$ cat src/rtl/bbpt_pkg.sv
// Shared types, constants and helper functions of the basis blade product term block.
`default_nettype none

package bbpt_pkg;

    localparam int unsigned C_MASK_W  = 8;
    localparam int unsigned C_COEF_W  = 16;
    localparam int unsigned C_DIM_W   = 4;
    localparam int unsigned C_GRADE_W = 4;
    localparam int unsigned C_RANK_W  = 7;
    localparam int unsigned C_TERM_W  = 32;
    localparam int unsigned C_ADDR_W  = 3;
    localparam int unsigned C_DATA_W  = 32;

    // Largest number of basis vectors the hardware supports.
    localparam logic [C_DIM_W-1:0] C_MAX_DIM   = 4'd8;
    localparam logic [C_DIM_W-1:0] C_MIN_DIM   = 4'd1;
    localparam logic [C_DIM_W-1:0] C_DIM_RESET = 4'd8;

    // Register index as decoded from paddr[2].
    localparam logic C_REG_DIMENSION = 1'b0;

    // Largest rank any blade can have (four of eight).
    localparam logic [C_RANK_W-1:0] C_MAX_RANK = 7'd69;

    typedef struct packed {
        logic        [C_MASK_W-1:0] mask_a;
        logic        [C_MASK_W-1:0] mask_b;
        logic signed [C_COEF_W-1:0] coef_a;
        logic signed [C_COEF_W-1:0] coef_b;
    } t_bbpt_in;

    typedef struct packed {
        logic        [C_MASK_W-1:0]  product_mask;
        logic        [C_GRADE_W-1:0] result_grade;
        logic        [C_RANK_W-1:0]  index_in_grade;
        logic                        negated;
        logic signed [C_TERM_W-1:0]  term_value;
    } t_bbpt_out;

    // Binomial coefficients C(n, r) for n, r in 0..7, row n at [n].
    typedef logic [C_RANK_W-1:0] t_choose_row [0:7];
    typedef t_choose_row         t_choose_tab [0:7];

    localparam t_choose_tab C_CHOOSE = '{
        '{7'd1, 7'd0, 7'd0,  7'd0,  7'd0,  7'd0,  7'd0, 7'd0},
        '{7'd1, 7'd1, 7'd0,  7'd0,  7'd0,  7'd0,  7'd0, 7'd0},
        '{7'd1, 7'd2, 7'd1,  7'd0,  7'd0,  7'd0,  7'd0, 7'd0},
        '{7'd1, 7'd3, 7'd3,  7'd1,  7'd0,  7'd0,  7'd0, 7'd0},
        '{7'd1, 7'd4, 7'd6,  7'd4,  7'd1,  7'd0,  7'd0, 7'd0},
        '{7'd1, 7'd5, 7'd10, 7'd10, 7'd5,  7'd1,  7'd0, 7'd0},
        '{7'd1, 7'd6, 7'd15, 7'd20, 7'd15, 7'd6,  7'd1, 7'd0},
        '{7'd1, 7'd7, 7'd21, 7'd35, 7'd35, 7'd21, 7'd7, 7'd1}
    };

    function automatic logic [C_RANK_W-1:0] f_choose(input logic [2:0] n, input logic [2:0] r);
        return C_CHOOSE[n][r];
    endfunction

    function automatic logic [C_GRADE_W-1:0] f_ones8(input logic [C_MASK_W-1:0] v);
        logic [C_GRADE_W-1:0] cnt;
        cnt = '0;
        for (int i = 0; i < C_MASK_W; i++) begin
            cnt = cnt + C_GRADE_W'(v[i]);
        end
        return cnt;
    endfunction

endpackage

`default_nettype wire

$ cat src/rtl/basis_blade_product_term.sv
// Top level of the basis blade product term block: one geometric product term per transfer.
//
//  Channel | Direction | Handshake               | Payload
//  --------+-----------+-------------------------+---------------------------------------
//  in      | input     | i_in_valid / o_in_ready | i_in_data  (t_bbpt_in)
//  out     | output    | o_out_valid/ i_out_ready| o_out_data (t_bbpt_out)
//  config  | input     | APB psel/penable/pready | dimension register at byte address 0
//
// The block takes one input transfer per clock cycle while the output is not stalled. An item
// is captured in the input register and moves on into the result register once that is free,
// which raises o_out_valid; the result transfer follows when i_out_ready is high.
// Throughput is one term per cycle while the output does not stall, set by the single
// combinational pass between the two registers. Reset (synchronous, active low) empties both
// registers and sets dimension to 8. A stalled output holds the result register; the input
// register still takes one more transfer, so input and output stalls are decoupled by one item.
`default_nettype none

module basis_blade_product_term (
    input  wire                              i_clk,
    input  wire                              i_rst_n,
    // Input channel
    input  wire                              i_in_valid,
    output logic                             o_in_ready,
    input  wire  bbpt_pkg::t_bbpt_in         i_in_data,
    // Output channel
    output logic                             o_out_valid,
    input  wire                              i_out_ready,
    output bbpt_pkg::t_bbpt_out              o_out_data,
    // Configuration port
    input  wire                              psel,
    input  wire                              penable,
    input  wire                              pwrite,
    input  wire  [bbpt_pkg::C_ADDR_W-1:0]    paddr,
    input  wire  [bbpt_pkg::C_DATA_W-1:0]    pwdata,
    output logic [bbpt_pkg::C_DATA_W-1:0]    prdata,
    output logic                             pready
);

    import bbpt_pkg::*;

    // Configuration register.
    logic [C_DIM_W-1:0] r_dim;
    logic [C_DIM_W-1:0] n_dim;
    logic               cfg_wr;

    // Pipeline registers and their next values.
    logic      r_s1_valid;
    logic      n_s1_valid;
    t_bbpt_in  r_s1_data;
    logic      r_out_valid;
    logic      n_out_valid;
    t_bbpt_out r_out_data;
    t_bbpt_out n_out_data;

    logic      s1_load;
    logic      out_free;
    logic      out_load;

    // Datapath signals of the single pass.
    logic [C_DIM_W-1:0]   dim_eff;
    logic [C_MASK_W-1:0]  keep;
    logic [C_MASK_W-1:0]  ma;
    logic [C_MASK_W-1:0]  mb;
    logic [C_MASK_W-1:0]  pm;
    logic [C_GRADE_W-1:0] grade;
    logic [C_GRADE_W-1:0] seen;
    logic [C_RANK_W-1:0]  rank;
    logic                 flip;
    logic signed [C_TERM_W-1:0] prod;

    // ------------------------------------------------------------------
    // Configuration port. A write completes in the access phase; pready is
    // tied high so there are no wait states. Writes to the upper word are
    // outside the register map and are dropped.
    // ------------------------------------------------------------------
    assign pready = 1'b1;
    assign cfg_wr = psel && penable && pwrite && pready && (paddr[2] == C_REG_DIMENSION);
    assign n_dim  = cfg_wr ? pwdata[C_DIM_W-1:0] : r_dim;

    always_comb begin
        prdata = '0;
        if (paddr[2] == C_REG_DIMENSION) begin
            prdata = C_DATA_W'(r_dim);
        end
    end

    // ------------------------------------------------------------------
    // Handshake. The result register frees up when it is empty or being
    // read; the input register frees up when it is empty or moving on.
    // ------------------------------------------------------------------
    assign out_free    = !r_out_valid || i_out_ready;
    assign out_load    = r_s1_valid && out_free;
    assign o_in_ready  = !r_s1_valid || out_free;
    assign s1_load     = i_in_valid && o_in_ready;

    assign n_s1_valid  = s1_load || (r_s1_valid && !out_free);
    assign n_out_valid = out_load || (r_out_valid && !i_out_ready);

    assign o_out_valid = r_out_valid;
    assign o_out_data  = r_out_data;

    // ------------------------------------------------------------------
    // Single combinational pass from the input register.
    // ------------------------------------------------------------------

    // Out-of-range dimension values are clamped to 1..8.
    always_comb begin
        if (r_dim < C_MIN_DIM) begin
            dim_eff = C_MIN_DIM;
        end else if (r_dim > C_MAX_DIM) begin
            dim_eff = C_MAX_DIM;
        end else begin
            dim_eff = r_dim;
        end
    end

    // Mask bits at or above the dimension are ignored everywhere.
    always_comb begin
        for (int v = 0; v < C_MASK_W; v++) begin
            keep[v] = (C_DIM_W'(v) < dim_eff);
        end
    end

    assign ma    = r_s1_data.mask_a & keep;
    assign mb    = r_s1_data.mask_b & keep;
    assign pm    = ma ^ mb;
    assign grade = f_ones8(pm);

    // Lexicographic rank: walking up from e_0, every absent basis vector that
    // comes before all chosen ones are placed skips C(remaining, still needed)
    // combinations. Eight narrow steps with a table lookup each.
    always_comb begin
        seen = '0;
        rank = '0;
        for (int v = 0; v < C_MASK_W; v++) begin
            if (keep[v]) begin
                if (pm[v]) begin
                    seen = seen + C_GRADE_W'(1);
                end else if (seen < grade) begin
                    rank = rank + f_choose(3'(dim_eff - C_DIM_W'(1) - C_DIM_W'(v)),
                                           3'(grade - C_GRADE_W'(1) - seen));
                end
            end
        end
    end

    // Reordering sign: parity of pairs (a in A, b in B) with a > b. For each
    // b the parity of the A bits above it is an XOR reduction, so the lanes
    // are independent.
    always_comb begin
        flip = 1'b0;
        for (int v = 0; v < C_MASK_W; v++) begin
            flip = flip ^ (mb[v] & (^(ma >> (v + 1))));
        end
    end

    // Q1.15 times Q1.15 gives Q2.30; the magnitude never exceeds 2^30, so the
    // negation cannot overflow 32 bits.
    assign prod = r_s1_data.coef_a * r_s1_data.coef_b;

    always_comb begin
        n_out_data.product_mask   = pm;
        n_out_data.result_grade   = grade;
        n_out_data.index_in_grade = rank;
        n_out_data.negated        = flip;
        n_out_data.term_value     = flip ? -prod : prod;
    end

    // ------------------------------------------------------------------
    // Registers.
    // ------------------------------------------------------------------
    always_ff @(posedge i_clk) begin
        if (!i_rst_n) begin
            r_dim       <= C_DIM_RESET;
            r_s1_valid  <= 1'b0;
            r_out_valid <= 1'b0;
        end else begin
            r_dim       <= n_dim;
            r_s1_valid  <= n_s1_valid;
            r_out_valid <= n_out_valid;
        end
    end

    // Payload registers carry no reset; the valid bits qualify them.
    always_ff @(posedge i_clk) begin
        if (s1_load) begin
            r_s1_data <= i_in_data;
        end
        if (out_load) begin
            r_out_data <= n_out_data;
        end
    end

`ifndef SYNTH
    // The grade shown always matches the blade shown.
    a_grade_matches_mask: assert property (@(posedge i_clk) disable iff (!i_rst_n)
        o_out_valid |-> (o_out_data.result_grade == $countones(o_out_data.product_mask)))
        else $error("result_grade does not match popcount of product_mask");

    // No blade of eight basis vectors ranks beyond the middle row's count.
    a_rank_in_range: assert property (@(posedge i_clk) disable iff (!i_rst_n)
        o_out_valid |-> (o_out_data.index_in_grade <= C_MAX_RANK))
        else $error("index_in_grade out of range");

    // An item in the input register moves to the result register when it is free.
    a_item_advances: assert property (@(posedge i_clk) disable iff (!i_rst_n)
        (r_s1_valid && out_free) |=> o_out_valid)
        else $error("item in input register did not reach the result register");

    // The result register is never overwritten while it waits to be taken.
    a_result_holds: assert property (@(posedge i_clk) disable iff (!i_rst_n)
        (r_out_valid && !i_out_ready) |=> (r_out_valid && $stable(r_out_data)))
        else $error("result register changed while stalled");
`endif

endmodule

`default_nettype wire
$ cat config.mk
export PLATFORM = sky130hd
export DESIGN_NAME = basis_blade_product_term
export DESIGN_NICKNAME = d
export VERILOG_FILES = /design/src/rtl/bbpt_pkg.sv /design/src/rtl/basis_blade_product_term.sv
export SDC_FILE = /design/constraint.sdc
export NUM_CORES = 1
export LEC_CHECK = 0
export BUFFER_PORTS_ARGS = -buffer_cell sky130_fd_sc_hd__buf_2
export CAP_MARGIN = 10
export CORE_ASPECT_RATIO = 2
export CORE_MARGIN = 2
export CORE_UTILIZATION = 45
export CTS_BUF_LIST = sky130_fd_sc_hd__clkbuf_16
export DETAILED_ROUTE_END_ITERATION = 8
export GPL_ROUTABILITY_DRIVEN = 0
export RECOVER_POWER = 100
export REMOVE_ABC_BUFFERS = 1
export SYNTH_ARGS = -nofsm -noshare
export SYNTH_HDL_FRONTEND = slang
export SYNTH_SLANG_ARGS = --single-unit
$ cat constraint.sdc
create_clock -name i_clk -period 15 [get_ports i_clk]
set_input_delay 0.75 -clock i_clk [delete_from_list [all_inputs] [get_ports i_clk]]
set_output_delay 0.75 -clock i_clk [all_outputs]
set_load 0.01 [all_outputs]
==> flow_metrics.tcl <==
set metrics [dict create \
    synthCells 2338 \
    clk_latency_ps 390 \
    rows 111 \
    dr.pass1.iters 5 \
    cts-hold-fix-buffers 0 \
    io_buffers 117 \
    ys_seq_elements 106 \
    fin_nets 2943 \
    tns_ps 0 \
    cts_sinks 106 \
    antenna_found_initial 1 \
    fin_skew_ps 16.8 \
    via_count 16635 \
    dieArea_mm2 0.0481 \
    critPathKind "flop to flop" \
    place_inst 2951 \
    yosysSeqAreaShare_pct 15.0 \
    setup_viol 0 \
    crit_slowest_cell "xor2_1" \
    period_share_pct 91.9 \
    grt_setup_unrepaired "no" \
    h-tree-depth 3 \
    clk_transition_reported_paths_ps 90 \
    drt-met1-wl_mm 19.0 \
    synth.most_common_cell "inv_1" \
    yosys-top-cells-count "inv_1, fa_1, nand2_1" \
    wl_met3_mm 1.87 \
    synth.distinct_cells 104 \
    yosys_warnings 0 \
    max_freq_ghz 0.0725 \
    drt_iter0_markers 798 \
    status "finished with violations" \
    hpwl_mm 49.1 \
    hold_viol 0 \
    syn_area_mm2 0.0208 \
    timing.critical_path.mode_cell "ha_1" \
    grt_start_max_net_pins 53 \
    root_buffer "clkbuf_16" \
    worstPathArrival_ps 13920 \
    grt_pass1_wl_mm 93.1 \
    antenna_cells 0 \
    initial_core_util_pct 45.5 \
    drc 0 \
    dp_slack_ps 1640 \
    met2_length_mm 33.1 \
    totalWireLength_mm 58.3 \
    ant_nets 0 \
    top_layer_used "met5" \
    finalNonFillerCells 2967 \
    cts_buffer_depth 2 \
    core_mm2 0.0458 \
    tightestPinTransition_ps 3210 \
    syn_avg_cell_area_um2 8.91 \
    whs_ps 528 \
    netlist.top_cell.by_area "fa_1" \
    grt_overflow 0 \
    numCtsBuffers 9 \
    grt_pass1_vias 17928 \
    slowest_delay_ps 810 \
    synth_edf_count 100 \
    cts_resized 0 \
    ios 177 \
    synth.top_cell.area_share_pct 26.7 \
    holdCritPathClass "input port to flop" \
    post_cts_buffers 0 \
    endpoint_kind "flop" \
    synthFlopType "edfxtp_1" \
    vias_per_cell 5.61 \
    avgRoutedWirePerCell_um 19.6 \
    failed_checks "capacitance limit, slew limit" \
    slew-limit-headroom_pct -114 \
    die-height_um 308 \
    syn_to_final_growth_pct 5.77 \
    crit_fanout 12 \
    startpoint_type "flop" \
    drv_slew 102 \
    cts_tree "done" \
    fin_crit_ps 13790 \
    grt_usage_pct 25.2 \
    synth.area.top_cells "fa_1, edfxtp_1, ha_1" \
    cap_violations 2 \
    drive_gt1_share_pct 6.08 \
    ys_async_sr_fraction_pct 0 \
    setup_ws_ps 1210 \
    die_w_um 156 \
    critPathRequiredTime_ps 15120 \
]
==> final cells by class <==
class	count	area, µm²
clock buffers	9	225
multi-input cells	1757	15800
clock inverters	7	98.8
flip-flops and latches	106	3120
repair buffers	143	683
inverters	380	1430
well taps	565	707
fillers	4530	23800
==> layout by cell type, fill, tap and decap left out, types with 12 or more instances in the layout <==
cell type  instances
conb_1            29
nor3_1            30
or3_1             15
o211ai_1          17
xnor2_1           91
ha_1             178
o21ai_0           96
inv_1            376
a21o_1            26
and2_1           109
fa_1             278
buf_2             57
buf_4             20
nor2b_1           35
o21a_1            25
nor2_1           102
edfxtp_1         100
nand3_1           30
mux2_2            17
o22ai_1           12
mux2i_1           20
clkbuf_1          66
a21oi_1          103
nand2_1          251
a31oi_1           18
nand2b_1          29
xor2_1            39
==> worst max-delay path: cells and delay by family, from the launching register on <==
family,cells,cell delay (ps)
muxes,2,790
adders and majority gates,13,4450
and+or+nand+nor,7,920
AOI/OAI and AO/OA,18,3190
DFF,1,420
buffers and inverters,9,1510
xor gates and xnor gates,8,2190
==> path summary, 6_finish.rpt <==
kind	from	end	slack, ps	depth (start not counted)
setup / recovery	r_dim[1]	o_out_data[39]	1210	57
hold / removal	i_in_data[5]	r_s1_data[5]	530	1
setup reg to reg	r_dim[1]	o_out_data[39]	1210	57
hold reg to reg	r_s1_valid	o_out_valid	540	1
==> routing by layer <==
metal,global-route usage (%),vias to the layer above
met5,0,-
met4,16.9,2
met3,2.21,196
met2,49.9,483
met1,23.9,8211
li1,-,7743
==> stage by stage <==
stage | utilization (%) | instance area (µm²)
after global routing | 48.1 | 22000
after floorplan | - | 20300
final | 48.1 | 22000
after global placement | 47.7 | 21900
after CTS | 48.4 | 22200
after detailed placement | 47.7 | 21900
==> sequential cells by signal (all words and copies together) (netlist names) <==
name and count:
r_s1_data 48, r_dim 4, o_out_valid 1, r_s1_valid 1
o_out_data 52
==> logic make-up after synthesis <==
group                      after synthesis  synth area share [%]
xor gates and xnor gates               136                  6.06
muxes                                   40                  2.13
DFF                                    106                  15.0
buffers and inverters                  502                  9.68
other                                    2                0.0360
AOI/OAI and AO/OA                      421                  13.5
adders and majority gates              464                  37.8
and+or+nand+nor                        667                  15.8
Power is not shown: default switching activity piles up to over one toggle a cycle in this logic, so the estimate is an artifact.
